**config.mk**
```make
export PLATFORM = sky130hd
export DESIGN_NAME = pcr_queue
export DESIGN_NICKNAME = d
export VERILOG_FILES = /design/src/sv/pcr_pkg.sv /design/src/sv/pcr_queue.sv
export SDC_FILE = /design/constraint.sdc
export NUM_CORES = 1
export LEC_CHECK = 0
export BUFFER_PORTS_ARGS = -buffer_cell sky130_fd_sc_hd__buf_4
export CORE_AREA = 5 5 209 211
export DETAILED_ROUTE_END_ITERATION = 12
export DIE_AREA = 0 0 214 216
export GPL_TIMING_DRIVEN = 0
export PLACE_DENSITY = 0.76
export SLEW_MARGIN = 30
export SYNTH_ARGS = -nofsm -noshare
export SYNTH_HDL_FRONTEND = slang
export SYNTH_SLANG_ARGS = --single-unit
```
**constraint.sdc**
```tcl
create_clock -name clk -period 19 [get_ports clk]
set_input_delay 4.75 -clock clk [delete_from_list [all_inputs] [get_ports clk]]
set_output_delay 4.75 -clock clk [all_outputs]
set_load 0.03 [all_outputs]
```
**src/sv/pcr_pkg.sv**
```systemverilog
`default_nettype none
// ----------------------------------------------------------------------------
// pcr_pkg: shared types and helpers for the pair collision resolver
// Word layouts, pair kinds, push modes, job record, and the back-end states.
// ----------------------------------------------------------------------------
package pcr_pkg;

  // Field widths of the external words.
  localparam int CW   = 24;          // coordinate width, signed fixed point
  localparam int FRAC = 8;           // fraction bits
  localparam int MW   = 16;          // collision mask width
  localparam int SW   = CW - 1;      // size field width, unsigned

  // Internal widths.
  localparam int CTW  = CW + 1;              // shape center
  localparam int DW   = CW + 3;              // center delta, signed
  localparam int MGW  = DW;                  // delta magnitude
  localparam int SQW  = 2 * MGW;             // one square
  localparam int SSW  = SQW + 1;             // sum of squares
  localparam int RTW  = MGW + 1;             // distance
  localparam int NW   = FRAC + 1;            // normal component magnitude
  localparam int LW   = SW + 1;              // radius sum or radius
  localparam int REMW = RTW + FRAC;          // divider remainder
  localparam int RAWW = MGW + FRAC;          // move magnitude before scaling
  localparam int MAGW = RAWW - FRAC;         // move magnitude after scaling
  localparam int PW   = MAGW + 1;            // signed move
  localparam int SUMW = PW + 1;              // position plus move
  localparam int CNTW = $clog2(RTW);         // step counter

  // Job queue depth.
  localparam int QDEPTH = 2;
  localparam int QAW    = $clog2(QDEPTH);

  // Word codes.
  localparam logic SLOT_FIRST   = 1'b0;
  localparam logic SLOT_SECOND  = 1'b1;
  localparam logic SHAPE_CIRCLE = 1'b0;
  localparam logic SHAPE_RECT   = 1'b1;

  // Pair kinds as reported in the result word.
  localparam logic [1:0] KIND_NONE = 2'd0;
  localparam logic [1:0] KIND_CC   = 2'd1;
  localparam logic [1:0] KIND_RR   = 2'd2;
  localparam logic [1:0] KIND_CR   = 2'd3;

  // Which bodies move: the plus body moves along +v, the minus body along -v.
  typedef enum logic [1:0] {
    MODE_HALF,
    MODE_PLUS_FULL,
    MODE_MINUS_FULL
  } mode_t;

  typedef struct packed {
    logic                  slot;
    logic                  body_kind;
    logic signed [CW-1:0]  body_x;
    logic signed [CW-1:0]  body_y;
    logic signed [CW-1:0]  offset_x;
    logic signed [CW-1:0]  offset_y;
    logic [SW-1:0]         size_len;
    logic [SW-1:0]         size_wid;
    logic [MW-1:0]         body_mask;
    logic                  body_static;
  } in_t;

  typedef struct packed {
    logic                  collided;
    logic [1:0]            pair_kind;
    logic signed [CW-1:0]  first_new_x;
    logic signed [CW-1:0]  first_new_y;
    logic signed [CW-1:0]  second_new_x;
    logic signed [CW-1:0]  second_new_y;
  } out_t;

  // One classified pair handed from the front end to the back end.
  typedef struct packed {
    logic [1:0]            kind;
    mode_t                 mode;
    logic                  plus_first;
    logic signed [CW-1:0]  ax;
    logic signed [CW-1:0]  ay;
    logic signed [CW-1:0]  bx;
    logic signed [CW-1:0]  by;
    logic signed [CTW-1:0] c1x;
    logic signed [CTW-1:0] c1y;
    logic signed [CTW-1:0] c2x;
    logic signed [CTW-1:0] c2y;
    logic [SW-1:0]         ex;
    logic [SW-1:0]         ey;
    logic [LW-1:0]         lim;
  } job_t;

  typedef enum logic [3:0] {
    BK_IDLE,
    BK_PREP,
    BK_CLAMP,
    BK_RECT,
    BK_SQX,
    BK_SQY,
    BK_SUM,
    BK_ROOT,
    BK_DECIDE,
    BK_DIV,
    BK_MULX,
    BK_MULY,
    BK_DONE
  } back_state_t;

  // Magnitude of a signed delta.
  function automatic logic [MGW-1:0] mag_of(input logic signed [DW-1:0] v);
    logic signed [DW-1:0] n;
    n = -v;
    mag_of = v[DW-1] ? MGW'($unsigned(n)) : MGW'($unsigned(v));
  endfunction

  // Saturate a widened position to the coordinate range.
  function automatic logic signed [CW-1:0] sat_pos(input logic signed [SUMW-1:0] v);
    logic signed [SUMW-1:0] hi;
    logic signed [SUMW-1:0] lo;
    hi = {{(SUMW-CW+1){1'b0}}, {(CW-1){1'b1}}};
    lo = {{(SUMW-CW+1){1'b1}}, {(CW-1){1'b0}}};
    if (v > hi) begin
      sat_pos = {1'b0, {(CW-1){1'b1}}};
    end else if (v < lo) begin
      sat_pos = {1'b1, {(CW-1){1'b0}}};
    end else begin
      sat_pos = v[CW-1:0];
    end
  endfunction

endpackage
`default_nettype wire

```
**src/sv/pcr_queue.sv**
```systemverilog
`default_nettype none
// ----------------------------------------------------------------------------
// pcr_queue: short job queue
// Decouples classification from resolution so either side can stall alone.
// ----------------------------------------------------------------------------
module pcr_queue (
  input  logic          clk,
  input  logic          rst_n,
  input  logic          push,
  input  pcr_pkg::job_t push_data,
  output logic          full,
  input  logic          pop,
  output logic          empty,
  output pcr_pkg::job_t pop_data
);
  import pcr_pkg::*;

  job_t           slots_r [QDEPTH];
  logic [QAW-1:0] wr_ptr_r;
  logic [QAW-1:0] wr_ptr_nxt;
  logic [QAW-1:0] rd_ptr_r;
  logic [QAW-1:0] rd_ptr_nxt;
  logic [QAW:0]   cnt_r;
  logic [QAW:0]   cnt_nxt;

  assign full     = (cnt_r == (QAW+1)'(QDEPTH));
  assign empty    = (cnt_r == '0);
  assign pop_data = slots_r[rd_ptr_r];

  // Pointer and fill count update.
  always_comb begin
    wr_ptr_nxt = wr_ptr_r;
    rd_ptr_nxt = rd_ptr_r;
    cnt_nxt    = cnt_r;
    if (push) begin
      wr_ptr_nxt = (wr_ptr_r == QAW'(QDEPTH-1)) ? '0 : wr_ptr_r + QAW'(1);
    end
    if (pop) begin
      rd_ptr_nxt = (rd_ptr_r == QAW'(QDEPTH-1)) ? '0 : rd_ptr_r + QAW'(1);
    end
    if (push && !pop) begin
      cnt_nxt = cnt_r + (QAW+1)'(1);
    end else if (pop && !push) begin
      cnt_nxt = cnt_r - (QAW+1)'(1);
    end
  end

  always_ff @(posedge clk) begin
    if (!rst_n) begin
      wr_ptr_r <= '0;
      rd_ptr_r <= '0;
      cnt_r    <= '0;
    end else begin
      wr_ptr_r <= wr_ptr_nxt;
      rd_ptr_r <= rd_ptr_nxt;
      cnt_r    <= cnt_nxt;
    end
  end

  // Job storage.
  always_ff @(posedge clk) begin
    if (push) begin
      slots_r[wr_ptr_r] <= push_data;
    end
  end

endmodule
`default_nettype wire

```
Word level (Yosys, flattened, before mapping)
Memories as Yosys holds them, arrays and structs flattened. A register that Yosys moved wholly into a read port is not among the register bits.
Index checks and enable logic that the tools add are counted.
Word-level totals
  register bits after elaboration: 4
  output and inout bits: 273
  logic and storage cells: 23
  RAM bits: 542
  memories: 1
  bits in latches: 0
  memory bits (read-only): 0
Cells by class
  bitwise gates (word level): 0
  reductions and logical operators: 6
  div/mod/pow operators: 0
  multiply operators: 0
  $add $sub $neg: 4
  eq/ne operators: 1
  order comparisons: 0
  mux-type cells: 8
  shift-type cells: 0
Memories
  slots_r: depth 2, width 271, read ports 1, clocked after Yosys merged registers in 1, write ports 1, line pcr_queue.sv:18  | job_t slots_r [QDEPTH];
Operators with widths (count)
  two-way mux 1 bit: 6
  two-way mux 2 bit: 2
  adder 1 bit, second input constant: 2
  adder 2 x 1 -> 2 bit, second input constant: 1
  == test 2 bit, second input constant: 1
  logical AND 1 bit: 2
  logical NOT 1 bit: 2
  logical NOT 2 bit: 1
  nonzero test 2 bit: 1
  subtractor 2 x 1 -> 2 bit, second input constant: 1

Longest topological paths before layout
  word-level depth: 4
  gate-level depth with buffers: 5
  gate-level depth less buffers: 5

Worst setup path after synthesis
Ideal clock, no wire load.
  kind: input port to flip-flop
  start point: input port push
  end point: register wr_ptr_r
  path slack: 1.564 ns
  library setup time: 0.114 ns
  data required time: 18.886 ns
  arrival: 17.322 ns
  cell stages on the path: 2
  path buffers: 0
  cell sequence: nor2b_1 -> o21a_1
RTL lines
  from (decl): line pcr_queue.sv:9  | input logic push,
  to (signal assigned): line pcr_queue.sv:54  | wr_ptr_r <= wr_ptr_nxt;
  to (decl): line pcr_queue.sv:19  | logic [QAW-1:0] wr_ptr_r;

==> run metrics <==
outcome finished clean; Syn-to-layout area delta 34.35%; synth cell count leaders edfxtp_1 (542), mux2_4 (190), mux2_2 (81); Sw Share 24.14%; final net count 1766; #FFs+latches synth 547; Max transition margin 59.09%; Port Buffer Count 547; CTS H-tree lvls 2; clock group share of total power 34.7%; router iterations before antenna repair 6; initial antenna violation count 5; cell depth of the worst flop-to-flop path 5; Max Freq 0.1476 GHz; Initial Utilization 49.42%; Hold Path Sink cnt_r[1]; # clock sinks 547; overall fraction of global-route tracks in use 19.92%; Max Cap Viol 0; Hold Crit Class register to register; final setup vio count 0; RR Endpoint slots_r[1][232]; DRC 0; final core occ 66.40%; I/O pin count 548; global route overflow 0; setup ws final 12230 ps; WL/cell 22.88 um; Area after DPL 25900 sq um; crit-path max cell delay 320 ps; hpwl dp 35650 um; critical path startpoint category register; sequential share of power 48.7%; Seq/Total Area, Yosys 79.71%; reg-to-reg setup timing slack 16490 ps; leakage power 10.80 nW; Final ANT Viol Nets 0; RSZ-0062 raised after global routing false; core area 41570 sq um; Critical Path RT 14250 ps; DIE HEIGHT 216 um; total power 2.895 mW; largest net degree at the start of global routing 47; Final Skew 15.98 ps; Tightest Pin Transition 613.6 ps; post-synthesis async set-or-reset flop share 0%; Die Span X 214 um; fin crit period 6775 ps; Root Buffer Master clkbuf_16; drt via density 5.064; combinational power share 16.6%; vias 10520; post-place setup slack 12060 ps; DR iter-0 viols 585; cell with the most instances after synthesis edfxtp_1; worst vdd ir 0.00009083 V; Syn Nets 1141; Worst path slowest cell dfxtp_1; hold_ws 532.2 ps; CTS tree built; first-pass GRT wire length 70120 um; # rows 75; final hold viol count 0; Crit. End Element output pin; Synth cell types 17; Final Max Slew Viols 0; number of synthesized flops with an enable pin 542; HP Start cnt_r[1]; CP max FO 10; PwrDens 104.9 nW/um^2; RePlAce Congestion 0.7838; share of the synthesized area in the top cell type 79.22%; Finished Cell Area 27600 sq um; number of global-route vias before repair 11390; most frequent CP cell buf_6; final WL 47540 um; hold depth 2; layout cells sized above 1 61.63%; Syn Inst Count 865; Worst-path clk slew 60 ps; Worst-Skew Late Latency 570 ps; ranking of synthesized cells by area edfxtp_1 (79%), mux2_4 (14%), mux2_2 (4.4%); Worst R2R Start wr_ptr_r; Post-CTS Resized 0; Post-CTS Hold Buffers 0; most area-hungry cell type in the Yosys netlist edfxtp_1; Critical Path, Cell by Cell buf_6, buf_6, buf_6, mux2_4, buf_4; ys flop type edfxtp_1; WS Path Type register to output pin; CTS buffer count 54; Final Cycle Share 35.66%; Int Power 2.196 mW; Synth Warn # 0; Setup Buffers After CTS 0; Cell Area, Synth 20540 sq um; Avg Cell Area, Syn 23.75 sq um; DIE AREA 46220 sq um; NetSw 0.6989 mW; clock buffer depth 3; critical path arrival 2020 ps
[layout by cell type, fill, tap and decap left out, types with 3 or more instances in the layout]
master / netlist / routed
buf_4: 0 / 547
edfxtp_1: 542 / 542
mux2_4: 190 / 190
mux2_2: 81 / 81
clkbuf_16: 0 / 57
buf_6: 22 / 22
buf_16: 0 / 17
clkinv_1: 0 / 14
clkbuf_1: 0 / 13
clkinv_2: 0 / 10
buf_2: 8 / 8
dfxtp_1: 5 / 5
diode_2: 0 / 4
buf_12: 0 / 4
and2_1: 4 / 3
[layer usage]
layer / up-vias / part of all wire [%] / wire [um] / track usage, %
met5: - / 0.027 / 13 / 0
met4: 2 / 3.3 / 1556 / 7.215
met3: 80 / 9.0 / 4264 / 7.497
met2: 433 / 53 / 25230 / 35.76
met1: 5283 / 35 / 16480 / 21.68
li1: 4724 / - / - / -
[worst max-delay path, delay by kind of cell (launching register included)]
family / cells / cell delay (ps)
DFF: 1 / 320
muxes: 1 / 320
buffers and inverters: 4 / 790
[cells by family after synthesis]
kind of cell	Yosys count	synth area share (%)
flip-flops	547	79.71
multiplexers	271	18.33
buffers and inverters	31	1.419
AND/OR/NAND/NOR	9	0.2619
AO/OA/AOI/OAI	3	0.09745
XOR/XNOR	3	0.1279
adder cells (fa/ha/maj)	1	0.06089
[sequential cells by signal, summed over array words and instances, names as in the netlist, named ones only]
| signal | flops |
|---|---|
| rd_ptr_r | 1 |
| slots_r | 542 |
| cnt_r | 2 |
| wr_ptr_r | 1 |
[metrics by stage]
step | setup TNS [ps] | instances
2_1_floorplan | 0 | 865
4_1_cts | 0 | 2074
3_5_place_dp | 0 | 1973
5_1_grt | 0 | 2078
3_3_place_gp | -1439260 | 1951
6_report | 0 | 2078
[how the worst max path moves through the flow]
stage | startpoint | to | depth (start not counted)
after floorplan | push | wr_ptr_r | 2
after global placement | push | wr_ptr_r | 3
after detailed placement | push | slots_r[1][196] | 6
after CTS | register | pop_data[131] | 5
after global routing | register | pop_data[74] | 5
final | register | pop_data[110] | 5
[power by group through the flow]
stage,Sequential (mW),Clock (mW),Combinational (mW)
after CTS,1.41,1.03,0.485
after global placement,1.47,0,0.458
after global routing,1.42,1.08,0.501
final,1.41,1.00,0.479
after detailed placement,1.44,0,0.484
after floorplan,1.45,0,0.282
[final cells by class]
cell class              instances  area, sq um
flip-flops and latches        547        16380
clock inverters                29        190.2
multi-input cells             287         3887
fillers                      2698        13970
inverters                       1        3.754
repair buffers                569         4669
diodes                          4        10.01
well taps                     539        674.4
clock buffers                  72         1503
plain buffers                  30        287.8
Note: power is estimated with default switching activity, not from simulation.
