## src/sv/pcr_pkg.sv

```systemverilog
`default_nettype none
// ----------------------------------------------------------------------------
// pcr_pkg: shared types and helpers for the pair collision resolver
// Word layouts, pair kinds, push modes, job record, and the back-end states.
// ----------------------------------------------------------------------------
package pcr_pkg;

  // Field widths of the external words.
  localparam int CW   = 24;          // coordinate width, signed fixed point
  localparam int FRAC = 8;           // fraction bits
  localparam int MW   = 16;          // collision mask width
  localparam int SW   = CW - 1;      // size field width, unsigned

  // Internal widths.
  localparam int CTW  = CW + 1;              // shape center
  localparam int DW   = CW + 3;              // center delta, signed
  localparam int MGW  = DW;                  // delta magnitude
  localparam int SQW  = 2 * MGW;             // one square
  localparam int SSW  = SQW + 1;             // sum of squares
  localparam int RTW  = MGW + 1;             // distance
  localparam int NW   = FRAC + 1;            // normal component magnitude
  localparam int LW   = SW + 1;              // radius sum or radius
  localparam int REMW = RTW + FRAC;          // divider remainder
  localparam int RAWW = MGW + FRAC;          // move magnitude before scaling
  localparam int MAGW = RAWW - FRAC;         // move magnitude after scaling
  localparam int PW   = MAGW + 1;            // signed move
  localparam int SUMW = PW + 1;              // position plus move
  localparam int CNTW = $clog2(RTW);         // step counter

  // Job queue depth.
  localparam int QDEPTH = 2;
  localparam int QAW    = $clog2(QDEPTH);

  // Word codes.
  localparam logic SLOT_FIRST   = 1'b0;
  localparam logic SLOT_SECOND  = 1'b1;
  localparam logic SHAPE_CIRCLE = 1'b0;
  localparam logic SHAPE_RECT   = 1'b1;

  // Pair kinds as reported in the result word.
  localparam logic [1:0] KIND_NONE = 2'd0;
  localparam logic [1:0] KIND_CC   = 2'd1;
  localparam logic [1:0] KIND_RR   = 2'd2;
  localparam logic [1:0] KIND_CR   = 2'd3;

  // Which bodies move: the plus body moves along +v, the minus body along -v.
  typedef enum logic [1:0] {
    MODE_HALF,
    MODE_PLUS_FULL,
    MODE_MINUS_FULL
  } mode_t;

  typedef struct packed {
    logic                  slot;
    logic                  body_kind;
    logic signed [CW-1:0]  body_x;
    logic signed [CW-1:0]  body_y;
    logic signed [CW-1:0]  offset_x;
    logic signed [CW-1:0]  offset_y;
    logic [SW-1:0]         size_len;
    logic [SW-1:0]         size_wid;
    logic [MW-1:0]         body_mask;
    logic                  body_static;
  } in_t;

  typedef struct packed {
    logic                  collided;
    logic [1:0]            pair_kind;
    logic signed [CW-1:0]  first_new_x;
    logic signed [CW-1:0]  first_new_y;
    logic signed [CW-1:0]  second_new_x;
    logic signed [CW-1:0]  second_new_y;
  } out_t;

  // One classified pair handed from the front end to the back end.
  typedef struct packed {
    logic [1:0]            kind;
    mode_t                 mode;
    logic                  plus_first;
    logic signed [CW-1:0]  ax;
    logic signed [CW-1:0]  ay;
    logic signed [CW-1:0]  bx;
    logic signed [CW-1:0]  by;
    logic signed [CTW-1:0] c1x;
    logic signed [CTW-1:0] c1y;
    logic signed [CTW-1:0] c2x;
    logic signed [CTW-1:0] c2y;
    logic [SW-1:0]         ex;
    logic [SW-1:0]         ey;
    logic [LW-1:0]         lim;
  } job_t;

  typedef enum logic [3:0] {
    BK_IDLE,
    BK_PREP,
    BK_CLAMP,
    BK_RECT,
    BK_SQX,
    BK_SQY,
    BK_SUM,
    BK_ROOT,
    BK_DECIDE,
    BK_DIV,
    BK_MULX,
    BK_MULY,
    BK_DONE
  } back_state_t;

  // Magnitude of a signed delta.
  function automatic logic [MGW-1:0] mag_of(input logic signed [DW-1:0] v);
    logic signed [DW-1:0] n;
    n = -v;
    mag_of = v[DW-1] ? MGW'($unsigned(n)) : MGW'($unsigned(v));
  endfunction

  // Saturate a widened position to the coordinate range.
  function automatic logic signed [CW-1:0] sat_pos(input logic signed [SUMW-1:0] v);
    logic signed [SUMW-1:0] hi;
    logic signed [SUMW-1:0] lo;
    hi = {{(SUMW-CW+1){1'b0}}, {(CW-1){1'b1}}};
    lo = {{(SUMW-CW+1){1'b1}}, {(CW-1){1'b0}}};
    if (v > hi) begin
      sat_pos = {1'b0, {(CW-1){1'b1}}};
    end else if (v < lo) begin
      sat_pos = {1'b1, {(CW-1){1'b0}}};
    end else begin
      sat_pos = v[CW-1:0];
    end
  endfunction

endpackage
`default_nettype wire

```

## src/sv/pcr_front.sv

```systemverilog
`default_nettype none
// ----------------------------------------------------------------------------
// pcr_front: body intake and pair classification
// Holds the first body, and on the second body builds a job that names the
// test to run, the centers, extents, limit and which bodies may move.
// ----------------------------------------------------------------------------
module pcr_front (
  input  logic          clk,
  input  logic          rst_n,
  input  logic          in_valid,
  output logic          in_ready,
  input  pcr_pkg::in_t  in_data,
  input  logic          q_full,
  output logic          q_push,
  output pcr_pkg::job_t q_data
);
  import pcr_pkg::*;

  in_t  held_r;
  in_t  held_nxt;
  logic take;

  // A word is taken whenever the job queue has room.
  assign in_ready = !q_full;
  assign take     = in_valid && in_ready;
  assign q_push   = take && (in_data.slot == SLOT_SECOND);

  // The first body of a pair is held until the second arrives.
  always_comb begin
    held_nxt = held_r;
    if (take && (in_data.slot == SLOT_FIRST)) begin
      held_nxt = in_data;
    end
  end

  always_ff @(posedge clk) begin
    if (!rst_n) begin
      held_r <= '0;
    end else begin
      held_r <= held_nxt;
    end
  end

  // Classify the pair and lay out the job for the back end.
  always_comb begin
    logic signed [CTW-1:0] cax;
    logic signed [CTW-1:0] cay;
    logic signed [CTW-1:0] cbx;
    logic signed [CTW-1:0] cby;
    logic                  mask_ok;
    logic                  a_rect;
    logic                  b_rect;
    logic                  circ_stat;
    logic                  rect_stat;
    cax       = CTW'(held_r.body_x) + CTW'(held_r.offset_x);
    cay       = CTW'(held_r.body_y) + CTW'(held_r.offset_y);
    cbx       = CTW'(in_data.body_x) + CTW'(in_data.offset_x);
    cby       = CTW'(in_data.body_y) + CTW'(in_data.offset_y);
    mask_ok   = |(held_r.body_mask & in_data.body_mask);
    a_rect    = (held_r.body_kind == SHAPE_RECT);
    b_rect    = (in_data.body_kind == SHAPE_RECT);
    circ_stat = a_rect ? in_data.body_static : held_r.body_static;
    rect_stat = a_rect ? held_r.body_static : in_data.body_static;

    q_data            = '0;
    q_data.mode       = MODE_HALF;
    q_data.ax         = held_r.body_x;
    q_data.ay         = held_r.body_y;
    q_data.bx         = in_data.body_x;
    q_data.by         = in_data.body_y;
    q_data.c1x        = cax;
    q_data.c1y        = cay;
    q_data.c2x        = cbx;
    q_data.c2y        = cby;

    if (!mask_ok) begin
      q_data.kind = KIND_NONE;
    end else if (!a_rect && !b_rect) begin
      q_data.kind = KIND_CC;
    end else if (a_rect && b_rect) begin
      q_data.kind = KIND_RR;
    end else begin
      q_data.kind = KIND_CR;
    end

    case (q_data.kind)
      KIND_CC: begin
        // The second circle is pushed along the normal, the first against it.
        q_data.lim        = LW'(held_r.size_len) + LW'(in_data.size_len);
        q_data.plus_first = 1'b0;
        if (held_r.body_static) begin
          q_data.mode = MODE_PLUS_FULL;
        end else if (in_data.body_static) begin
          q_data.mode = MODE_MINUS_FULL;
        end
      end
      KIND_RR: begin
        // Extents here are the sums of both half extents.
        q_data.ex         = (held_r.size_len >> 1) + (in_data.size_len >> 1);
        q_data.ey         = (held_r.size_wid >> 1) + (in_data.size_wid >> 1);
        q_data.plus_first = 1'b1;
        if (held_r.body_static) begin
          q_data.mode = MODE_MINUS_FULL;
        end else if (in_data.body_static) begin
          q_data.mode = MODE_PLUS_FULL;
        end
      end
      KIND_CR: begin
        // Center 1 is the rectangle, center 2 the circle.
        if (a_rect) begin
          q_data.ex         = held_r.size_len >> 1;
          q_data.ey         = held_r.size_wid >> 1;
          q_data.lim        = LW'(in_data.size_len);
          q_data.plus_first = 1'b0;
        end else begin
          q_data.c1x        = cbx;
          q_data.c1y        = cby;
          q_data.c2x        = cax;
          q_data.c2y        = cay;
          q_data.ex         = in_data.size_len >> 1;
          q_data.ey         = in_data.size_wid >> 1;
          q_data.lim        = LW'(held_r.size_len);
          q_data.plus_first = 1'b1;
        end
        if (circ_stat) begin
          q_data.mode = MODE_MINUS_FULL;
        end else if (rect_stat) begin
          q_data.mode = MODE_PLUS_FULL;
        end
      end
      default: begin
        q_data.mode = MODE_HALF;
      end
    endcase
  end

endmodule
`default_nettype wire

```

## config.mk

```make
export PLATFORM = sky130hd
export DESIGN_NAME = pcr_front
export DESIGN_NICKNAME = d
export VERILOG_FILES = /design/src/sv/pcr_pkg.sv /design/src/sv/pcr_front.sv
export SDC_FILE = /design/constraint.sdc
export NUM_CORES = 1
export LEC_CHECK = 0
export ABC_AREA = 1
export BUFFER_PORTS_ARGS = -buffer_cell sky130_fd_sc_hd__buf_4
export CAP_MARGIN = 10
export CELL_PAD_IN_SITES_DETAIL_PLACEMENT = 0
export CELL_PAD_IN_SITES_GLOBAL_PLACEMENT = 1
export CORE_MARGIN = 3
export CORE_UTILIZATION = 40
export CTS_BUF_LIST = sky130_fd_sc_hd__clkbuf_16
export CTS_CLUSTER_DIAMETER = 200
export DETAILED_ROUTE_END_ITERATION = 6
export GPL_ROUTABILITY_DRIVEN = 0
export PLACE_DENSITY_LB_ADDON = 0.1
export SKIP_CTS_REPAIR_TIMING = 1
export SLEW_MARGIN = 10
export SYNTH_ARGS = -nofsm -noshare
export SYNTH_HDL_FRONTEND = slang
export SYNTH_SLANG_ARGS = --single-unit
export TNS_END_PERCENT = 10
```

## constraint.sdc

```tcl
create_clock -name clk -period 6.9 [get_ports clk]
set_clock_uncertainty 0.15 [all_clocks]
set_input_delay 1.035 -clock clk [delete_from_list [all_inputs] [get_ports clk]]
set_output_delay 1.035 -clock clk [all_outputs]
set_load 0.02 [all_outputs]
```

Word-level counts from Yosys, hierarchy flattened
Cells that the tools add are included.
{"block": "word_totals", "elab_cells": 49, "out_inout_bits": 273, "input_bits": 165, "regBits": 160}
{"block": "op_classes", "n_eq_ne": 3, "bitwise_logic": 2, "n_reduce_logical": 9, "muxes": 19, "add_sub_neg": 7}
{"op": "$mux W100", "n": 2}
{"op": "$add A24 B24 Y25", "n": 4}
{"op": "$pmux W46 S2", "n": 1}
{"op": "$mux W69", "n": 1}
{"op": "$pmux W24 S2", "n": 1}
{"op": "$add A22 B22 Y23", "n": 2}
{"op": "$add A23 B23 Y24", "n": 1}
{"op": "$and A16 B16 Y16", "n": 1}
{"op": "$reduce_or A16 Y1", "n": 1}
{"op": "$mux W2", "n": 6}
{"op": "$mux W1", "n": 6}
{"op": "$pmux W2 S3", "n": 1}
{"op": "$logic_and A1 B1 Y1", "n": 5}
{"op": "$eq A2 B2 Y1 const B", "n": 2}
{"op": "$logic_not A1 Y1", "n": 3}
{"op": "$eq A2 B1 Y1 const B", "n": 1}
{"op": "$pmux W1 S2", "n": 1}
{"op": "$not A1 Y1", "n": 1}

Longest topological paths before layout
Gate-level depths: netlist of run 1.
{"block": "depth", "word_depth": 6, "ltp_mapped": 13, "ltp_nobuf": 13}

Worst setup path after synthesis of run 1
No wires, ideal clock.
{"block": "synth_timing", "path_type": "input to output", "startpoint": "in in_data[41] (netlist name)", "endpoint": "out q_data[9] (netlist name)", "t_required_ns": 5.715, "n_path_buf": 0, "t_arrival_ns": 2.806, "setup_slack_ns": 2.909, "path_stages": 7, "path_cell_list": "ha_1 > fa_1 > a21oi_1 > o21ai_2 > o21ai_0 > nand2_1 > o21ai_0"}
{"element": "start, declared", "line_no": "pcr_front.sv:12", "source": "input pcr_pkg::in_t in_data,"}
{"element": "end, declared", "line_no": "pcr_front.sv:15", "source": "output pcr_pkg::job_t q_data"}

==> results of run 1 <==
## metal layers
layer	vias up	part of all wire, %	global-route usage [%]
met5	-	0.018	0
met4	2	2.5	9.12
met3	81	5.5	4.43
met2	607	46	44.7
met1	9938	46	36.7
li1	11900	-	-
## power breakdown
| group | leakage, uW | internal (uW) | total (uW) | switching, uW |
|---|---|---|---|---|
| logic | 0.0115 | 679 | 1920 | 1240 |
| registers | 0.00130 | 966 | 1000 | 35.8 |
| clock network | 0.000286 | 515 | 1010 | 500 |
| total | 0.0131 | 2160 | 3940 | 1780 |
## how the worst min path moves through the flow
stage | end | from | slack, ns
floorplan | held_r[10] | held_r[10] | 0.27
global placement | held_r[1] | held_r[1] | 0.28
detailed placement | held_r[15] | held_r[15] | 0.29
CTS | held_r[15] | held_r[15] | 0.30
global route | held_r[12] | held_r[12] | 0.31
finish | held_r[12] | held_r[12] | 0.30
## kinds of logic after synthesis
| kind of cell | after synthesis |
|---|---|
| simple gates | 1915 |
| buf+inv | 855 |
| compound gates | 551 |
| flops | 159 |
| fa+ha+maj | 148 |
| xor+xnor | 47 |
## Yosys cell counts (all sizes together), types with 4 or more instances
master / number
nand2: 1312
inv: 656
a21oi: 277
o21ai: 267
nor2: 256
nand3: 237
dfxtp: 159
ha: 141
buf: 136
clkbuf: 63
nand4: 40
xor2: 35
nand3b: 29
nor3: 20
and2: 14
xnor2: 12
fa: 7
or2: 7
o21bai: 4
## cell type report
type	count	area (sq um)
tap	656	821
sequential	159	3180
multi-input combinational	2661	12900
fill	5464	24900
clock inverter	15	168
clock buffer	17	425
timing repair buffer	445	3350
antenna	3	7.51
inverter	656	2460
## tightest hold or removal path: stages, from the launching register on
cell	delay (ns)
dfxtp_1	0.31
inv_1	0.04
a21oi_1	0.05
## through the flow
stage	worst slack (ns)	power, uW	std cells
finish	1.79	3940	4612
global route	1.61	4180	4612
CTS	1.83	3970	4609
detailed placement	2.12	2940	4577
global placement	2.14	2940	4577
floorplan	2.91	2200	3675
## sequential cells by signal, indices dropped and copies added, names as in the netlist
name    count
held_r    111
q_data     48
==> impl_metrics.toml, run 1 <==
[worst_setup_path]
cp_cell_sequence = "buf_4, inv_2, buf_4, nand2_4, o21ai_0, buf_4"
critPathRequiredTime_ns = 5.71
crit_type = "register to output port"
cp-start-kind = "register"
worst-path-buf-inv = 4
crit_cells = 6
cp.arrival_ns = 3.93
end_kind = "output port"
crit_top_cell = "buf_4"
worstReg2RegStart = "held_r[159]"
cp-startpoint = "held_r[159]"
cp_max_fo = 100
regToRegSetupSlack_ns = 4.98
endpoint = "q_data[95]"
ff2ff_path_depth = 4
cp_top_family = "buffers and inverters"
crit_slowest_cell = "o21ai_0"
crit_path_max_incr_delay_ns = 0.90
worstReg2RegEnd = "held_r[159]"

[logic_synthesis]
ys_warn_count = 0
synth_top_area_share_pct = 25.0
synth_mux_area_share_pct = 0
ys_types = 32
synth-simple-area-share_pct = 39.6
synth-seq-cells = 159
ys.flop_type = "dfxtp_1"
synth_nets = 3988
ys_async_sr_fraction_pct = 0
avgSynthCellArea_sq_um = 5.36
synth.area.top_cells = "nand2_1 (25%), dfxtp_1 (16%), inv_1 (12%)"
synth_xor_area_share_pct = 2.09
ys_seq_area_share_pct = 16.1
synth-edff-count = 0
synth_compound_area_share_pct = 14.1
synthAdderAreaFrac_pct = 9.66
synth_top_family_by_area = "simple AND/OR/NAND/NOR gates"
netlist_area_sq_um = 19700
synthesis.instances = 3675
synth_area_leader_cell = "nand2_1"

[clock_network]
clk_path_buf_depth = 2
root_buffer = "clkbuf_16"
htreeDepth = 4
tritoncts = "done"
clock-sinks = 159
worstSkewPairLatency_ns = 0.50
cts_buffers = 17
clk_pin_slew_worst_paths_ns = 0.08

[die]
initial_core_util_pct = 40.9
dieArea_sq_um = 52000
fp-row-count = 80
coreArea_sq_um = 48200
ios = 438
dieWidth_um = 228
die_h_um = 228

[drt]
drtIter0Drc = 1640
drtAntennaViolNets = 0
via_per_inst = 4.88
wire_per_inst_um = 16.0
drc_errors = 0
routed-via-count = 22500
first_pass_iters = 6
wl_mm = 73.7

[sta]
max_slew_margin_pct = 23.2
fin_crit_ns = 5.11
worst_pin_slew_ns = 1.15
finalHoldViolations = 0
max_freq_mhz = 196
holdWs_ns = 0.296
min_period_over_period_pct = 74.1
drv_slew = 0
fin_setup_tns_ns = 0
rsz0062_at_grt = "no"
setup_viol = 0

[worst_hold_path]
hold_class = "register to register"
hold_depth = 2

[finish]
final_util_pct = 48.4
design_area_sq_um = 23300
final_nets = 4253
final_common_cell = "nand2_1"
layout_common_cells = "nand2_1 (1,311), inv_1 (654), buf_4 (444)"
areaGrowthSynthToFinish_pct = 18.4
drive_gt1_share_pct = 12.5

[grt]
grt.total_usage_pct = 27.4
grt_max_degree = 146
grt_pass1_vias = 20700
grt_pass1_wl_mm = 114
overflow = 0
antenna_found_initial = 4

[power]
p_leak_uw = 0.0131
powerDensity_nw_per_um2 = 169
ir_worst_vdd_v = 0.000177

[place]
placed_area_sq_um = 22700
dp_hpwl_mm = 59.9
port_buffers = 436

[flow_run]
maxCapViolCount = 0

[run_status]
run_status = "finished, final reports clean"
Note: power is estimated with default switching activity, not from simulation.
==> run 2, diff against run 1 <==
--- a/config.mk
+++ b/config.mk
@@ -11,7 +11,7 @@
 export CELL_PAD_IN_SITES_DETAIL_PLACEMENT = 0
 export CELL_PAD_IN_SITES_GLOBAL_PLACEMENT = 1
 export CORE_MARGIN = 3
-export CORE_UTILIZATION = 40
+export CORE_UTILIZATION = 34
 export CTS_BUF_LIST = sky130_fd_sc_hd__clkbuf_16
 export CTS_CLUSTER_DIAMETER = 200
 export DETAILED_ROUTE_END_ITERATION = 6
==> constraint.sdc (replaced) <==
create_clock -name clk -period 4.2 [get_ports clk]
set_clock_uncertainty 0.15 [all_clocks]
set_input_delay 0.63 -clock clk [delete_from_list [all_inputs] [get_ports clk]]
set_output_delay 0.63 -clock clk [all_outputs]
set_load 0.02 [all_outputs]
==> impl_metrics.toml, run 2 (synthesis gave the netlist of run 1 again) <==
[die]
coreArea_sq_um = 56800
ios = 438
die_h_um = 247
dieWidth_um = 247
fp-row-count = 87
dieArea_sq_um = 60900
initial_core_util_pct = 34.7

[place]
dp_hpwl_mm = 63.4
placed_area_sq_um = 23000
port_buffers = 436

[clock_network]
tritoncts = "done"
clk_pin_slew_worst_paths_ns = 0.08
clk_path_buf_depth = 2
cts_buffers = 17
htreeDepth = 4
root_buffer = "clkbuf_16"
clock-sinks = 159
worstSkewPairLatency_ns = 0.50

[worst_setup_path]
crit_path_max_incr_delay_ns = 0.48
cp-start-kind = "register"
crit_top_cell = "nand2_1"
ff2ff_path_depth = 3
cp_max_fo = 5
worst-path-buf-inv = 2
cp_cell_sequence = "ha_1, fa_1, a21oi_1, nand2_1, inv_1, o21ai_0, nand2_1, nand2_1, o21ai_1, buf_4"
crit_slowest_cell = "fa_1"
crit_cells = 10
cp.arrival_ns = 2.93
critPathRequiredTime_ns = 3.42
crit_type = "register to output port"
cp_top_family = "adder cells"
end_kind = "output port"

[finish]
regMostFlops = "held_r"
largest_reg_flops = 111
multiInputGateArea_sq_um = 12900
areaGrowthSynthToFinish_pct = 19.8
register_area_sq_um = 3180
fill_cells = 6578
final_common_cell = "nand2_1"
design_area_sq_um = 23600
final_nets = 4264
layout_common_cells = "nand2_1 (1,311), inv_1 (654), buf_4 (449)"
drive_gt1_share_pct = 12.7

[sta]
finalHoldViolations = 0
max_slew_margin_pct = 38.4
min_period_over_period_pct = 88.3
holdWs_ns = 0.268
drv_slew = 0
fin_setup_tns_ns = 0
setup_viol = 0
worst_pin_slew_ns = 0.924
fin_crit_ns = 3.71
rsz0062_at_grt = "no"
max_freq_mhz = 270

[power]
finalPower_uw = 6500
powerDensity_nw_per_um2 = 275
p_leak_uw = 0.0132
ir_worst_vdd_v = 0.000341

[drt]
wire_per_inst_um = 16.3
drc_errors = 0
first_pass_iters = 5
drtAntennaViolNets = 0
routed-via-count = 22400
wl_mm = 77.0
drtIter0Drc = 1443
via_per_inst = 4.74

[grt]
grt.total_usage_pct = 24.8
overflow = 0
grt_pass1_vias = 20900
grt_max_degree = 158
grt_pass1_wl_mm = 118
antenna_found_initial = 3

[worst_hold_path]
hold_depth = 3
hold_class = "input port to register"

[flow_run]
maxCapViolCount = 0

[run_status]
run_status = "finished, final reports clean"
-- run 2: cell types whose count changed in the layout (fill, tap and decap cells not counted), sizes merged --
cell and change:
buf +11, clkinv +4, clkinvlp -2, diode +1, inv -3
-- run 2: layer usage --
layer	vias up	share of wire [%]	global-route usage, %
met3	52	5.6	4.50
met1	9876	47	33.7
li1	11900	-	-
met5	-	0	0
met2	544	46	41.0
met4	0	1.7	5.35
-- run 2: power breakdown --
part / total [uW] / internal (uW) / switching [uW]
clock network: 1660 / 835 / 823
logic: 3180 / 1140 / 2040
registers: 1660 / 1590 / 69.6
-- run 2: worst reg2reg max path: stages (launching register included) --
cell and delay (ns):
dfxtp_2 0.48, inv_2 0.14, buf_4 0.71, a21oi_1 0.14
-- run 2: final cells by class --
cell class,instances,area share [%]
antenna,4,0.0424
clock buffer,17,1.80
clock inverter,14,0.652
inverter,656,10.4
multi-input combinational,2661,54.7
sequential,159,13.5
tap,756,4.00
timing repair buffer,456,14.9
-- run 2: final timing paths --
path	from	endpoint	slack, ns
min reg2reg	held_r[14]	held_r[14]	0.30
max	held_r[41]	q_data[13]	0.49
min	in_data[100]	held_r[100]	0.27
max reg2reg	held_r[159]	held_r[159]	2.43
-- run 2: through the flow --
step                cells  setup WS, ns  util [%]
detailed placement   4688         0.608      40.5
CTS                  4719         0.454      41.5
global placement     4688         0.589      40.5
finish               4723         0.490      41.6
floorplan            3675          1.02         -
global route         4721         0.266      41.6
