File: src/sv/pcr_pkg.sv
`default_nettype none
// ----------------------------------------------------------------------------
// pcr_pkg: shared types and helpers for the pair collision resolver
// Word layouts, pair kinds, push modes, job record, and the back-end states.
// ----------------------------------------------------------------------------
package pcr_pkg;

  // Field widths of the external words.
  localparam int CW   = 24;          // coordinate width, signed fixed point
  localparam int FRAC = 8;           // fraction bits
  localparam int MW   = 16;          // collision mask width
  localparam int SW   = CW - 1;      // size field width, unsigned

  // Internal widths.
  localparam int CTW  = CW + 1;              // shape center
  localparam int DW   = CW + 3;              // center delta, signed
  localparam int MGW  = DW;                  // delta magnitude
  localparam int SQW  = 2 * MGW;             // one square
  localparam int SSW  = SQW + 1;             // sum of squares
  localparam int RTW  = MGW + 1;             // distance
  localparam int NW   = FRAC + 1;            // normal component magnitude
  localparam int LW   = SW + 1;              // radius sum or radius
  localparam int REMW = RTW + FRAC;          // divider remainder
  localparam int RAWW = MGW + FRAC;          // move magnitude before scaling
  localparam int MAGW = RAWW - FRAC;         // move magnitude after scaling
  localparam int PW   = MAGW + 1;            // signed move
  localparam int SUMW = PW + 1;              // position plus move
  localparam int CNTW = $clog2(RTW);         // step counter

  // Job queue depth.
  localparam int QDEPTH = 2;
  localparam int QAW    = $clog2(QDEPTH);

  // Word codes.
  localparam logic SLOT_FIRST   = 1'b0;
  localparam logic SLOT_SECOND  = 1'b1;
  localparam logic SHAPE_CIRCLE = 1'b0;
  localparam logic SHAPE_RECT   = 1'b1;

  // Pair kinds as reported in the result word.
  localparam logic [1:0] KIND_NONE = 2'd0;
  localparam logic [1:0] KIND_CC   = 2'd1;
  localparam logic [1:0] KIND_RR   = 2'd2;
  localparam logic [1:0] KIND_CR   = 2'd3;

  // Which bodies move: the plus body moves along +v, the minus body along -v.
  typedef enum logic [1:0] {
    MODE_HALF,
    MODE_PLUS_FULL,
    MODE_MINUS_FULL
  } mode_t;

  typedef struct packed {
    logic                  slot;
    logic                  body_kind;
    logic signed [CW-1:0]  body_x;
    logic signed [CW-1:0]  body_y;
    logic signed [CW-1:0]  offset_x;
    logic signed [CW-1:0]  offset_y;
    logic [SW-1:0]         size_len;
    logic [SW-1:0]         size_wid;
    logic [MW-1:0]         body_mask;
    logic                  body_static;
  } in_t;

  typedef struct packed {
    logic                  collided;
    logic [1:0]            pair_kind;
    logic signed [CW-1:0]  first_new_x;
    logic signed [CW-1:0]  first_new_y;
    logic signed [CW-1:0]  second_new_x;
    logic signed [CW-1:0]  second_new_y;
  } out_t;

  // One classified pair handed from the front end to the back end.
  typedef struct packed {
    logic [1:0]            kind;
    mode_t                 mode;
    logic                  plus_first;
    logic signed [CW-1:0]  ax;
    logic signed [CW-1:0]  ay;
    logic signed [CW-1:0]  bx;
    logic signed [CW-1:0]  by;
    logic signed [CTW-1:0] c1x;
    logic signed [CTW-1:0] c1y;
    logic signed [CTW-1:0] c2x;
    logic signed [CTW-1:0] c2y;
    logic [SW-1:0]         ex;
    logic [SW-1:0]         ey;
    logic [LW-1:0]         lim;
  } job_t;

  typedef enum logic [3:0] {
    BK_IDLE,
    BK_PREP,
    BK_CLAMP,
    BK_RECT,
    BK_SQX,
    BK_SQY,
    BK_SUM,
    BK_ROOT,
    BK_DECIDE,
    BK_DIV,
    BK_MULX,
    BK_MULY,
    BK_DONE
  } back_state_t;

  // Magnitude of a signed delta.
  function automatic logic [MGW-1:0] mag_of(input logic signed [DW-1:0] v);
    logic signed [DW-1:0] n;
    n = -v;
    mag_of = v[DW-1] ? MGW'($unsigned(n)) : MGW'($unsigned(v));
  endfunction

  // Saturate a widened position to the coordinate range.
  function automatic logic signed [CW-1:0] sat_pos(input logic signed [SUMW-1:0] v);
    logic signed [SUMW-1:0] hi;
    logic signed [SUMW-1:0] lo;
    hi = {{(SUMW-CW+1){1'b0}}, {(CW-1){1'b1}}};
    lo = {{(SUMW-CW+1){1'b1}}, {(CW-1){1'b0}}};
    if (v > hi) begin
      sat_pos = {1'b0, {(CW-1){1'b1}}};
    end else if (v < lo) begin
      sat_pos = {1'b1, {(CW-1){1'b0}}};
    end else begin
      sat_pos = v[CW-1:0];
    end
  endfunction

endpackage
`default_nettype wire

File: src/sv/pcr_back.sv
`default_nettype none
// ----------------------------------------------------------------------------
// pcr_back: collision test and pushout sequencer
// Runs one job at a time: deltas, then the box overlap test or squares,
// square root, two restoring divisions, scaling; then saturated positions.
// ----------------------------------------------------------------------------
module pcr_back (
  input  logic          clk,
  input  logic          rst_n,
  input  logic          q_empty,
  output logic          q_pop,
  input  pcr_pkg::job_t q_data,
  output logic          out_valid,
  input  logic          out_ready,
  output pcr_pkg::out_t out_data
);
  import pcr_pkg::*;

  back_state_t          state_r;
  back_state_t          state_nxt;
  logic                 out_valid_r;
  logic                 out_valid_nxt;
  logic                 out_load;
  out_t                 out_r;
  out_t                 out_nxt;

  job_t                 job_r;
  logic signed [DW-1:0] dx_r;
  logic signed [DW-1:0] dy_r;
  logic signed [DW-1:0] hix_r;
  logic signed [DW-1:0] hiy_r;
  logic [SQW-1:0]       acc_r;
  logic [SQW-1:0]       prd_r;
  logic [SSW-1:0]       s_r;
  logic [SSW-1:0]       r_r;
  logic [SSW-1:0]       bit_r;
  logic [CNTW-1:0]      cnt_r;
  logic [RTW-1:0]       dist_r;
  logic [LW-1:0]        depth_r;
  logic                 hit_r;
  logic [REMW-1:0]      rem_r;
  logic [REMW-1:0]      den_r;
  logic [NW-1:0]        q_r;
  logic                 divy_r;
  logic [NW-1:0]        nxm_r;
  logic [NW-1:0]        nym_r;
  logic                 negx_r;
  logic                 negy_r;
  logic [RAWW-1:0]      rawx_r;
  logic [RAWW-1:0]      rawy_r;

  logic [MGW-1:0]       mop_a;
  logic [MGW-1:0]       mop_b;
  logic [SQW-1:0]       prod;
  logic [SSW-1:0]       root_t;
  logic                 root_ge;
  logic [RTW-1:0]       dist_c;
  logic                 hit_c;
  logic [LW-1:0]        depth_c;
  logic                 div_ge;
  logic [NW-1:0]        qf;
  logic signed [DW-1:0] ext_x;
  logic signed [DW-1:0] ext_y;

  assign q_pop     = (state_r == BK_IDLE) && !q_empty;
  assign out_valid = out_valid_r;
  assign out_data  = out_r;

  // Next state.
  always_comb begin
    state_nxt = state_r;
    case (state_r)
      BK_IDLE: begin
        if (!q_empty) begin
          state_nxt = BK_PREP;
        end
      end
      BK_PREP: begin
        case (job_r.kind)
          KIND_NONE: state_nxt = BK_DONE;
          KIND_RR:   state_nxt = BK_RECT;
          KIND_CR:   state_nxt = BK_CLAMP;
          default:   state_nxt = BK_SQX;
        endcase
      end
      BK_CLAMP: state_nxt = BK_SQX;
      BK_SQX:   state_nxt = BK_SQY;
      BK_SQY:   state_nxt = BK_SUM;
      BK_SUM:   state_nxt = BK_ROOT;
      BK_ROOT: begin
        if (cnt_r == '0) begin
          state_nxt = BK_DECIDE;
        end
      end
      BK_DECIDE: begin
        if (!hit_c) begin
          state_nxt = BK_DONE;
        end else if (dist_c == '0) begin
          state_nxt = BK_MULX;
        end else begin
          state_nxt = BK_DIV;
        end
      end
      BK_DIV: begin
        if ((cnt_r == '0) && divy_r) begin
          state_nxt = BK_MULX;
        end
      end
      BK_MULX: state_nxt = BK_MULY;
      BK_MULY: state_nxt = BK_DONE;
      BK_RECT: state_nxt = BK_DONE;
      BK_DONE: begin
        if (out_load) begin
          state_nxt = BK_IDLE;
        end
      end
      default: state_nxt = BK_IDLE;
    endcase
  end

  // Output strobes: the result register loads once it is free.
  always_comb begin
    out_load      = (state_r == BK_DONE) && (!out_valid_r || out_ready);
    out_valid_nxt = out_valid_r;
    if (out_load) begin
      out_valid_nxt = 1'b1;
    end else if (out_ready) begin
      out_valid_nxt = 1'b0;
    end
  end

  always_ff @(posedge clk) begin
    if (!rst_n) begin
      state_r     <= BK_IDLE;
      out_valid_r <= 1'b0;
    end else begin
      state_r     <= state_nxt;
      out_valid_r <= out_valid_nxt;
    end
  end

  // Shared multiplier for the squares and the normal scaling.
  always_comb begin
    case (state_r)
      BK_SQX: begin
        mop_a = mag_of(dx_r);
        mop_b = mag_of(dx_r);
      end
      BK_SQY: begin
        mop_a = mag_of(dy_r);
        mop_b = mag_of(dy_r);
      end
      BK_MULX: begin
        mop_a = MGW'(nxm_r);
        mop_b = MGW'(depth_r);
      end
      BK_MULY: begin
        mop_a = MGW'(nym_r);
        mop_b = MGW'(depth_r);
      end
      default: begin
        mop_a = '0;
        mop_b = '0;
      end
    endcase
    prod = SQW'(mop_a) * SQW'(mop_b);
  end

  // Root step, hit decision and divider step.
  assign root_t  = r_r + bit_r;
  assign root_ge = (s_r >= root_t);
  assign dist_c  = r_r[RTW-1:0];
  assign hit_c   = (job_r.kind == KIND_CC) ? (dist_c < RTW'(job_r.lim))
                                           : (dist_c <= RTW'(job_r.lim));
  assign depth_c = job_r.lim - dist_c[LW-1:0];
  assign div_ge  = (rem_r >= den_r);
  assign qf      = NW'({q_r, div_ge});
  assign ext_x   = DW'($signed({1'b0, job_r.ex}));
  assign ext_y   = DW'($signed({1'b0, job_r.ey}));

  // Datapath registers.
  always_ff @(posedge clk) begin
    logic signed [DW-1:0] cx;
    logic signed [DW-1:0] cy;
    logic signed [DW-1:0] o1;
    logic signed [DW-1:0] o2;
    logic signed [DW-1:0] p1;
    logic signed [DW-1:0] p2;
    logic signed [DW-1:0] ox;
    logic signed [DW-1:0] oy;
    cx = DW'(job_r.c2x);
    cy = DW'(job_r.c2y);
    o1 = dx_r + ext_x;
    o2 = ext_x - dx_r;
    p1 = dy_r + ext_y;
    p2 = ext_y - dy_r;
    ox = (o1 < o2) ? o1 : o2;
    oy = (p1 < p2) ? p1 : p2;
    case (state_r)
      BK_IDLE: begin
        if (q_pop) begin
          job_r  <= q_data;
          hit_r  <= 1'b0;
          rawx_r <= '0;
          rawy_r <= '0;
          negx_r <= 1'b0;
          negy_r <= 1'b0;
        end
      end
      BK_PREP: begin
        if (job_r.kind == KIND_CR) begin
          // Rectangle bounds around center 1.
          dx_r  <= DW'(job_r.c1x) - ext_x;
          dy_r  <= DW'(job_r.c1y) - ext_y;
          hix_r <= DW'(job_r.c1x) + ext_x;
          hiy_r <= DW'(job_r.c1y) + ext_y;
        end else begin
          dx_r <= DW'(job_r.c2x) - DW'(job_r.c1x);
          dy_r <= DW'(job_r.c2y) - DW'(job_r.c1y);
        end
      end
      BK_CLAMP: begin
        // Delta from the nearest rectangle point to the circle center.
        if (cx > hix_r) begin
          dx_r <= cx - hix_r;
        end else if (cx < dx_r) begin
          dx_r <= cx - dx_r;
        end else begin
          dx_r <= '0;
        end
        if (cy > hiy_r) begin
          dy_r <= cy - hiy_r;
        end else if (cy < dy_r) begin
          dy_r <= cy - dy_r;
        end else begin
          dy_r <= '0;
        end
      end
      BK_SQX: acc_r <= prod;
      BK_SQY: prd_r <= prod;
      BK_SUM: begin
        s_r   <= SSW'(acc_r) + SSW'(prd_r);
        r_r   <= '0;
        bit_r <= SSW'(1) << (SSW-1);
        cnt_r <= CNTW'(RTW-1);
      end
      BK_ROOT: begin
        if (root_ge) begin
          s_r <= s_r - root_t;
          r_r <= (r_r >> 1) + bit_r;
        end else begin
          r_r <= r_r >> 1;
        end
        bit_r <= bit_r >> 2;
        cnt_r <= cnt_r - CNTW'(1);
      end
      BK_DECIDE: begin
        dist_r  <= dist_c;
        depth_r <= depth_c;
        hit_r   <= hit_c;
        rem_r   <= REMW'(mag_of(dx_r)) << FRAC;
        den_r   <= REMW'(dist_c) << FRAC;
        q_r     <= '0;
        cnt_r   <= CNTW'(FRAC);
        divy_r  <= 1'b0;
        // Coincident points: zero normal, or straight up for a circle and box.
        nxm_r   <= '0;
        nym_r   <= (job_r.kind == KIND_CR) ? (NW'(1) << FRAC) : '0;
      end
      BK_DIV: begin
        if ((cnt_r == '0) && !divy_r) begin
          // The X quotient is complete; start the Y division.
          nxm_r  <= qf;
          negx_r <= dx_r[DW-1];
          rem_r  <= REMW'(mag_of(dy_r)) << FRAC;
          den_r  <= REMW'(dist_r) << FRAC;
          q_r    <= '0;
          cnt_r  <= CNTW'(FRAC);
          divy_r <= 1'b1;
        end else begin
          if (div_ge) begin
            rem_r <= rem_r - den_r;
          end
          q_r   <= qf;
          den_r <= den_r >> 1;
          cnt_r <= cnt_r - CNTW'(1);
          if (cnt_r == '0) begin
            nym_r  <= qf;
            negy_r <= dy_r[DW-1];
          end
        end
      end
      BK_MULX: rawx_r <= RAWW'(prod);
      BK_MULY: rawy_r <= RAWW'(prod);
      BK_RECT: begin
        // Touching edges count; push on the axis of least overlap, ties to Y.
        hit_r <= !(o1[DW-1] || o2[DW-1] || p1[DW-1] || p2[DW-1]);
        if (!(o1[DW-1] || o2[DW-1] || p1[DW-1] || p2[DW-1])) begin
          if (ox < oy) begin
            rawx_r <= RAWW'($unsigned(ox)) << FRAC;
            negx_r <= (job_r.ax < job_r.bx);
          end else begin
            rawy_r <= RAWW'($unsigned(oy)) << FRAC;
            negy_r <= (job_r.ay < job_r.by);
          end
        end
      end
      default: begin
      end
    endcase
    if (out_load) begin
      out_r <= out_nxt;
    end
  end

  // Final positions: scale the move, pick who moves, add and saturate.
  always_comb begin
    logic [MAGW-1:0]      magx;
    logic [MAGW-1:0]      magy;
    logic signed [PW-1:0] dvx;
    logic signed [PW-1:0] dvy;
    logic signed [PW-1:0] plusx;
    logic signed [PW-1:0] plusy;
    logic signed [PW-1:0] minusx;
    logic signed [PW-1:0] minusy;
    logic signed [PW-1:0] fdx;
    logic signed [PW-1:0] fdy;
    logic signed [PW-1:0] sdx;
    logic signed [PW-1:0] sdy;
    logic                 plus_mv;
    logic                 minus_mv;
    if (job_r.mode == MODE_HALF) begin
      magx = MAGW'(rawx_r >> (FRAC + 1));
      magy = MAGW'(rawy_r >> (FRAC + 1));
    end else begin
      magx = MAGW'(rawx_r >> FRAC);
      magy = MAGW'(rawy_r >> FRAC);
    end
    dvx      = negx_r ? -$signed({1'b0, magx}) : $signed({1'b0, magx});
    dvy      = negy_r ? -$signed({1'b0, magy}) : $signed({1'b0, magy});
    plus_mv  = hit_r && (job_r.mode != MODE_MINUS_FULL);
    minus_mv = hit_r && (job_r.mode != MODE_PLUS_FULL);
    plusx    = plus_mv ? dvx : '0;
    plusy    = plus_mv ? dvy : '0;
    minusx   = minus_mv ? -dvx : '0;
    minusy   = minus_mv ? -dvy : '0;
    fdx      = job_r.plus_first ? plusx : minusx;
    fdy      = job_r.plus_first ? plusy : minusy;
    sdx      = job_r.plus_first ? minusx : plusx;
    sdy      = job_r.plus_first ? minusy : plusy;

    out_nxt.collided     = hit_r;
    out_nxt.pair_kind    = job_r.kind;
    out_nxt.first_new_x  = sat_pos(SUMW'(job_r.ax) + SUMW'(fdx));
    out_nxt.first_new_y  = sat_pos(SUMW'(job_r.ay) + SUMW'(fdy));
    out_nxt.second_new_x = sat_pos(SUMW'(job_r.bx) + SUMW'(sdx));
    out_nxt.second_new_y = sat_pos(SUMW'(job_r.by) + SUMW'(sdy));
  end

`ifndef SYNTHESIS
  a_pop_has_job: assert property (@(posedge clk) disable iff (!rst_n)
    q_pop |-> !q_empty)
    else $error("job taken from an empty queue");

  a_load_returns: assert property (@(posedge clk) disable iff (!rst_n)
    out_load |=> (state_r == BK_IDLE) && out_valid_r)
    else $error("result load did not finish the job");

  a_hit_has_kind: assert property (@(posedge clk) disable iff (!rst_n)
    (out_valid_r && out_r.collided) |-> (out_r.pair_kind != KIND_NONE))
    else $error("collision reported for a rejected pair");

  a_root_start: assert property (@(posedge clk) disable iff (!rst_n)
    (state_r == BK_SUM) |=> (state_r == BK_ROOT) && (cnt_r == CNTW'(RTW-1)))
    else $error("square root started with a wrong step count");
`endif

endmodule
`default_nettype wire

File: config.mk
export PLATFORM = sky130hd
export DESIGN_NAME = pcr_back
export DESIGN_NICKNAME = d
export VERILOG_FILES = /design/src/sv/pcr_pkg.sv /design/src/sv/pcr_back.sv
export SDC_FILE = /design/constraint.sdc
export NUM_CORES = 2
export LEC_CHECK = 0
export ABC_AREA = 1
export ABC_CLOCK_PERIOD_IN_PS = 28500
export BUFFER_PORTS_ARGS = -buffer_cell sky130_fd_sc_hd__buf_4
export CORE_MARGIN = 2
export CORE_UTILIZATION = 55
export CTS_CLUSTER_SIZE = 10
export DETAILED_ROUTE_END_ITERATION = 12
export GPL_TIMING_DRIVEN = 0
export HOLD_SLACK_MARGIN = 0.15
export PLACE_DENSITY = 0.72
export SYNTH_ARGS = -nofsm -noshare
export SYNTH_HDL_FRONTEND = slang
export SYNTH_SLANG_ARGS = --single-unit
File: constraint.sdc
create_clock -name clk -period 28.5 [get_ports clk]
set_input_delay 2.85 -clock clk [delete_from_list [all_inputs] [get_ports clk]]
set_output_delay 2.85 -clock clk [all_outputs]
set_load 0.005 [all_outputs]
== After elaboration in Yosys (flattened, before gate mapping) ==
Cells that the tools add are included.

* Bits in registers: 985
* Output and inout port bits: 101

* Add/subtract/negate cells: 31
* Multiply operators: 1
* Magnitude comparators: 21
* Equal/unequal tests: 30
* Multiplexer cells: 81
* Reductions and logical operators: 42

{| class="wikitable"
|+ Operators with widths
! cell !! number
|-
| one-hot mux 55 bit (2 select lines) || 3
|-
| 2-to-1 mux 27 bit || 12
|-
| 2-to-1 mux 28 bit || 10
|-
| one-hot mux 35 bit (3 select lines) || 2
|-
| 2-to-1 mux 35 bit || 5
|-
| one-hot mux 36 bit (2 select lines) || 2
|-
| adder 24 x 28 -> 29 bit || 4
|-
| > comparator 29 x 24 -> 1 bit, second input constant || 4
|-
| < comparator 29 x 24 -> 1 bit, second input constant || 4
|-
| 2-to-1 mux 55 bit || 2
|-
| 2-to-1 mux 36 bit || 3
|-
| one-hot mux 27 bit (2 select lines) || 2
|-
| one-hot mux 27 bit (4 select lines) || 1
|-
| subtractor 25 x 27 -> 27 bit || 4
|-
| 2-to-1 mux 24 bit || 4
|-
| < comparator 27 bit || 3
|-
| one-hot mux 27 bit (3 select lines) || 1
|-
| negator 27 -> 28 bit || 2
|-
| negator 28 bit || 2
|-
| adder 54 x 54 -> 55 bit || 1
|-
| adder 54 x 55 -> 55 bit || 1
|-
| adder 55 bit || 1
|-
| greater-or-equal comparator 55 bit || 1
|-
| subtractor 55 bit || 1
|-
| other kinds (55) || 131
|}

== Depth between registers and ports, before layout ==
* Depth after elaboration: 10
* Mapped depth: 42
* Mapped depth without buffers: 42

== Least setup slack after synthesis ==
OpenSTA, ideal clock, no wires.

* Path kind: input-to-output
* From: input port q_empty
* To: output port q_pop
* Data arrival time: 21.547 ns
* Setup slack: 4.103 ns
* Cell stages on the path: 1
* Cells stage by stage: nor3_1

* Word-level cells in the longest chain between the ends: 2

{| class="wikitable"
|+ Ends and longest elaborated chain
! item !! line !! RTL
|-
| start, declared || pcr_back.sv:10 || <nowiki>input logic q_empty,</nowiki>
|-
| logical NOT 1 bit || -- ||
|-
| logical AND 1 bit || pcr_back.sv:65 || <nowiki>assign q_pop = (state_r == BK_IDLE) && !q_empty;</nowiki>
|-
| end, declared || pcr_back.sv:11 || <nowiki>output logic q_pop,</nowiki>
|}

No other way between the ends.

== Worst setup path in the final report ==
* From: register dy_r[26]
* To: register acc_r[44], data pin

* Word-level cells in the longest chain between the ends: 4
* Elaborated cells between the ends (all ways): 5
* Classes of those cells: add/sub (1); mul (1); mux (3)

{| class="wikitable"
|+ Ends and longest elaborated chain
! item !! line !! RTL
|-
| start, declared || pcr_back.sv:29 || <nowiki>logic signed [DW-1:0] dy_r;</nowiki>
|-
| start signal, assigned || pcr_back.sv:214 || <nowiki>dy_r <= DW'(job_r.c1y) - ext_y;</nowiki>
|-
| start signal, assigned || pcr_back.sv:219 || <nowiki>dy_r <= DW'(job_r.c2y) - DW'(job_r.c1y);</nowiki>
|-
| start signal, assigned || pcr_back.sv:232 || <nowiki>dy_r <= cy - hiy_r;</nowiki>
|-
| negator 27 bit || pcr_pkg.sv:112 || <nowiki>n = -v;</nowiki>
|-
| 2-to-1 mux 27 bit (*) || pcr_pkg.sv:113 || <nowiki>mag_of = v[DW-1] ? MGW'($unsigned(n)) : MGW'($unsigned(v));</nowiki>
|-
| one-hot mux 27 bit (4 select lines) / one-hot mux 27 bit (3 select lines) (equally long branches) || pcr_back.sv:144 || <nowiki>case (state_r)</nowiki>
|-
| multiplier 27 x 27 -> 54 bit (*) || pcr_back.sv:166 || <nowiki>prod = SQW'(mop_a) * SQW'(mop_b);</nowiki>
|-
| via prod[44] || pcr_back.sv:54 || <nowiki>logic [SQW-1:0] prod;</nowiki>
|-
| end signal, assigned || pcr_back.sv:239 || <nowiki>BK_SQX: acc_r <= prod;</nowiki>
|-
| end, declared || pcr_back.sv:32 || <nowiki>logic [SQW-1:0] acc_r;</nowiki>
|}

The timed path passes the listed nets; every way through them passes the cells marked *.
A chain may end at the register's enable or synchronous reset.

==> impl_metrics.csv <==
group,metric,value,unit
synth,synthAdderAreaFrac,23.8,%
synth,ys_seq_area_share,26.0,%
critical_path,setup.worst_path.class,"reg2reg",
synth,synth_compound_area_share,14.8,%
critical_path,critical_path.max_stage_delay,0.95,ns
synth,synth-simple-area-share,20.6,%
sta,hold_ws,0.528,ns
sta,tightest_slew,1.55,ns
layout,area_growth,9.70,%
cts,cts-resized-gates,0,
sta,fin_worst_skew,0.0606,ns
placement,portBuffers,375,
power,power_leakage,56.9,nW
cts,clk_latency,0.80,ns
drt,dr_wl_met3,35300,um
critical_path,required,28.98,ns
cts,ctsHoldBuffers,0,
synth,synth_top_area_share,25.9,%
floorplan,io_pins,376,
synth,synth_edf_count,935,
sta,fin_tns_setup,0,ns
synth,ys.flop_type,"edfxtp_1",
global_route,grt_pass1_wl,574000,um
cts,post_cts_buffers,0,
global_route,track_usage,37.9,%
synth,synth_seq_cells,940,
drt,drtIter0Drc,10050,
synth,synth.avg_cell_area,7.55,um^2
cts,htreeDepth,3,
synth,synth_warnings,0,
synth,netlist_area,0.108,mm^2
floorplan,die_h,448,um
power,p_per_area,118,mW/mm^2
sta,max_slew_margin,-4.73,%
critical_path,path_depth,28,
hold_path,worst_hold_path_type,"reg2reg",
sta,fmax,0.0868,GHz
drt,route.vias.total,100881,
floorplan,coreArea,0.195,mm^2
synth,yosys.area.top_type,"edfxtp_1",
sta,rsz0062_at_grt,"no",
synth,synth_top_family_by_area,"adder cells",
critical_path,crit_top_cell,"fa_1",
global_route,grt_max_degree,56,
floorplan,dieArea,0.201,mm^2
global_route,grt-ovfl-total,0,
sta,fin_crit_sh,40.4,%
floorplan,die_w,448,um
synth,postSynthCellCount,14354,
drt,final_antenna_net_count,0,
critical_path,crit_buf_inv,8,
layout,drive_above_1_share,5.86,%
drt,wl,386000,um
run_status,violations,"max-capacitance violations, max-slew violations",
sta,min_period,11.52,ns
sta,finalHoldViolations,0,
sta,setup_viol,0,
drt,routedWlPerCell,21.9,um
drt,drt-pass1-iter-count,7,
critical_path,crit_path_end_kind,"register",
synth,synthTopCellsByArea,"edfxtp_1 (26%), fa_1 (12%), ha_1 (12%)",
cts,cts_root_buf,"clkbuf_16",
layout,fin_util,60.8,%
run_status,status,"finished with violations",
layout,final_cells,17625,
cts,clk_pin_slew,0.06,ns
critical_path,cp_max_fo,10,
critical_path,reg2regPathDepth,28,
global_route,grt_pass1_vias,96436,
drt,wl_met1,152000,um
cts,cts_tree,"built",
placement,place_hpwl,325000,um
power,vdd_drop_max,0.0906,mV
floorplan,rows,162,
critical_path,cp_slowest_cell,"a21oi_1",
drt,drc,0,
placement,place_inst,17433,
synth,synth_xor_area_share,4.77,%
synth,synth.area.mux_share,0.0104,%
floorplan,start_util,55.4,%
critical_path,worst_setup_path_start_kind,"register",
drt,routed.top_layer,"met5",
cts,clockBufferDepth,3,
placement,gp_congestion,1.06,
cts,cts_buffers,116,
critical_path,critical_path_arrival,12.01,ns
drt,wl_met2,171000,um
synth,ys_async_sr_fraction,0,%
critical_path,critPathTopFamily,"adder cells",
hold_path,min_path_cells,2,
job,maxCapViolCount,3,
layout,nNetsFinal,16873,
global_route,antenna_found_initial,7,
cts,clock_sinks,940,
drt,via_per_inst,5.72,
sta,final_max_slew_viol_count,12,
synth,synth.distinct_cells,76,
registers in the layout, indices dropped and copies added (netlist names), 9 cells and up:
signal and flops:
ext_x 23, dy_r 27, prd_r 54, rem_r 36
ext_y 23, job_r 225, s_r 55, bit_r 28
dist_r 28, r_r 55, dx_r 27, rawx_r 27
depth_r 24, nxm_r 9, rawy_r 27, hix_r 26
nym_r 9, hiy_r 26, den_r 36, out_data 99
acc_r 54
per-stage QoR:
step / total power [mW] / setup slack, ns / area (um^2)
floorplan: 8.88 / 4.10 / 108000
global placement: 12.3 / -6.67 / 115000
detailed placement: 12.3 / 17.43 / 115000
CTS: 13.8 / 17.45 / 119000
global route: 15.0 / 16.87 / 119000
finish: 14.1 / 16.98 / 119000
placed cells by master, fill, tap and decap left out, drive strengths merged, types with 10 or more instances in the layout:
master / instances
a211oi: 24
a21boi: 26
a21o: 85
a21oi: 1236
a221oi: 20
a22o: 10
a31oi: 83
and2: 16
buf: 531
clkbuf: 409
clkinv: 36
conb: 24
edfxtp: 935
fa: 646
ha: 1025
inv: 2464
nand2: 3217
nand3: 458
nand3b: 29
nand4: 118
nor2: 1351
nor3: 151
nor4: 51
o2111ai: 16
o211ai: 61
o21a: 78
o21ai: 1017
o21bai: 71
o221ai: 50
o22ai: 39
o31ai: 13
or2: 51
xnor2: 182
xor2: 407
logic make-up after synthesis:
group | Yosys count
AOI/OAI and AO/OA | 2869
xor gates and xnor gates | 589
adders and majority gates | 1671
buffers and inverters | 2832
DFF | 940
muxes | 1
other | 2
and+or+nand+nor | 5450
cell type report:
type,count,area [um^2]
clock buffers,148,3090
diodes,7,17.5
plain buffers,360,1560
multi-input cells,10604,69500
clock inverters,37,409
inverters,2472,9280
flip-flops and latches,940,28200
fillers,18220,76500
well taps,2624,3280
repair buffers,433,3540
final timing paths:
path / start / slack [ns] / to
setup / recovery: dy_r[26]$_DFFE_PP_ / 16.98 / acc_r[44]$_DFFE_PP_
hold / removal: dist_r[3]$_DFFE_PP_ / 0.53 / den_r[11]$_DFFE_PN_
setup reg to reg: dy_r[26]$_DFFE_PP_ / 16.98 / acc_r[44]$_DFFE_PP_
hold reg to reg: dist_r[3]$_DFFE_PP_ / 0.53 / den_r[11]$_DFFE_PN_
cell usage after synthesis (118+ instances only):
cell	instances
a21oi_1	1235
o21ai_0	934
nand4_1	118
clkbuf_1	261
xnor2_1	182
nor2_1	1307
fa_1	646
edfxtp_1	935
nand3_1	451
inv_1	2443
xor2_1	406
nand2_1	3170
nor3_1	149
ha_1	1025
worst reg2reg max path, delay by kind of cell, from the launching register on:
| family | cells | cell delay, ns |
|---|---|---|
| adder cells (fa/ha/maj) | 8 | 3.87 |
| buffers and inverters | 8 | 2.85 |
| AO/OA/AOI/OAI | 6 | 2.76 |
| AND/OR/NAND/NOR | 5 | 0.82 |
| XOR/XNOR | 1 | 0.65 |
| flip-flops | 1 | 0.31 |
metal layers:
metal,up-vias,global-route usage [%]
met3,1028,7.20
met4,8,22.0
met1,46872,48.0
met2,4942,60.4
met5,-,0.537
li1,48031,-
where the power goes:
group / switching, mW / internal, mW / total (mW)
clock network: 0.615 / 0.808 / 1.42
registers: 0.309 / 2.12 / 2.43
logic: 7.18 / 3.04 / 10.2
total: 8.10 / 5.98 / 14.1
No activity file was read; power rests on OpenSTA's default activity.
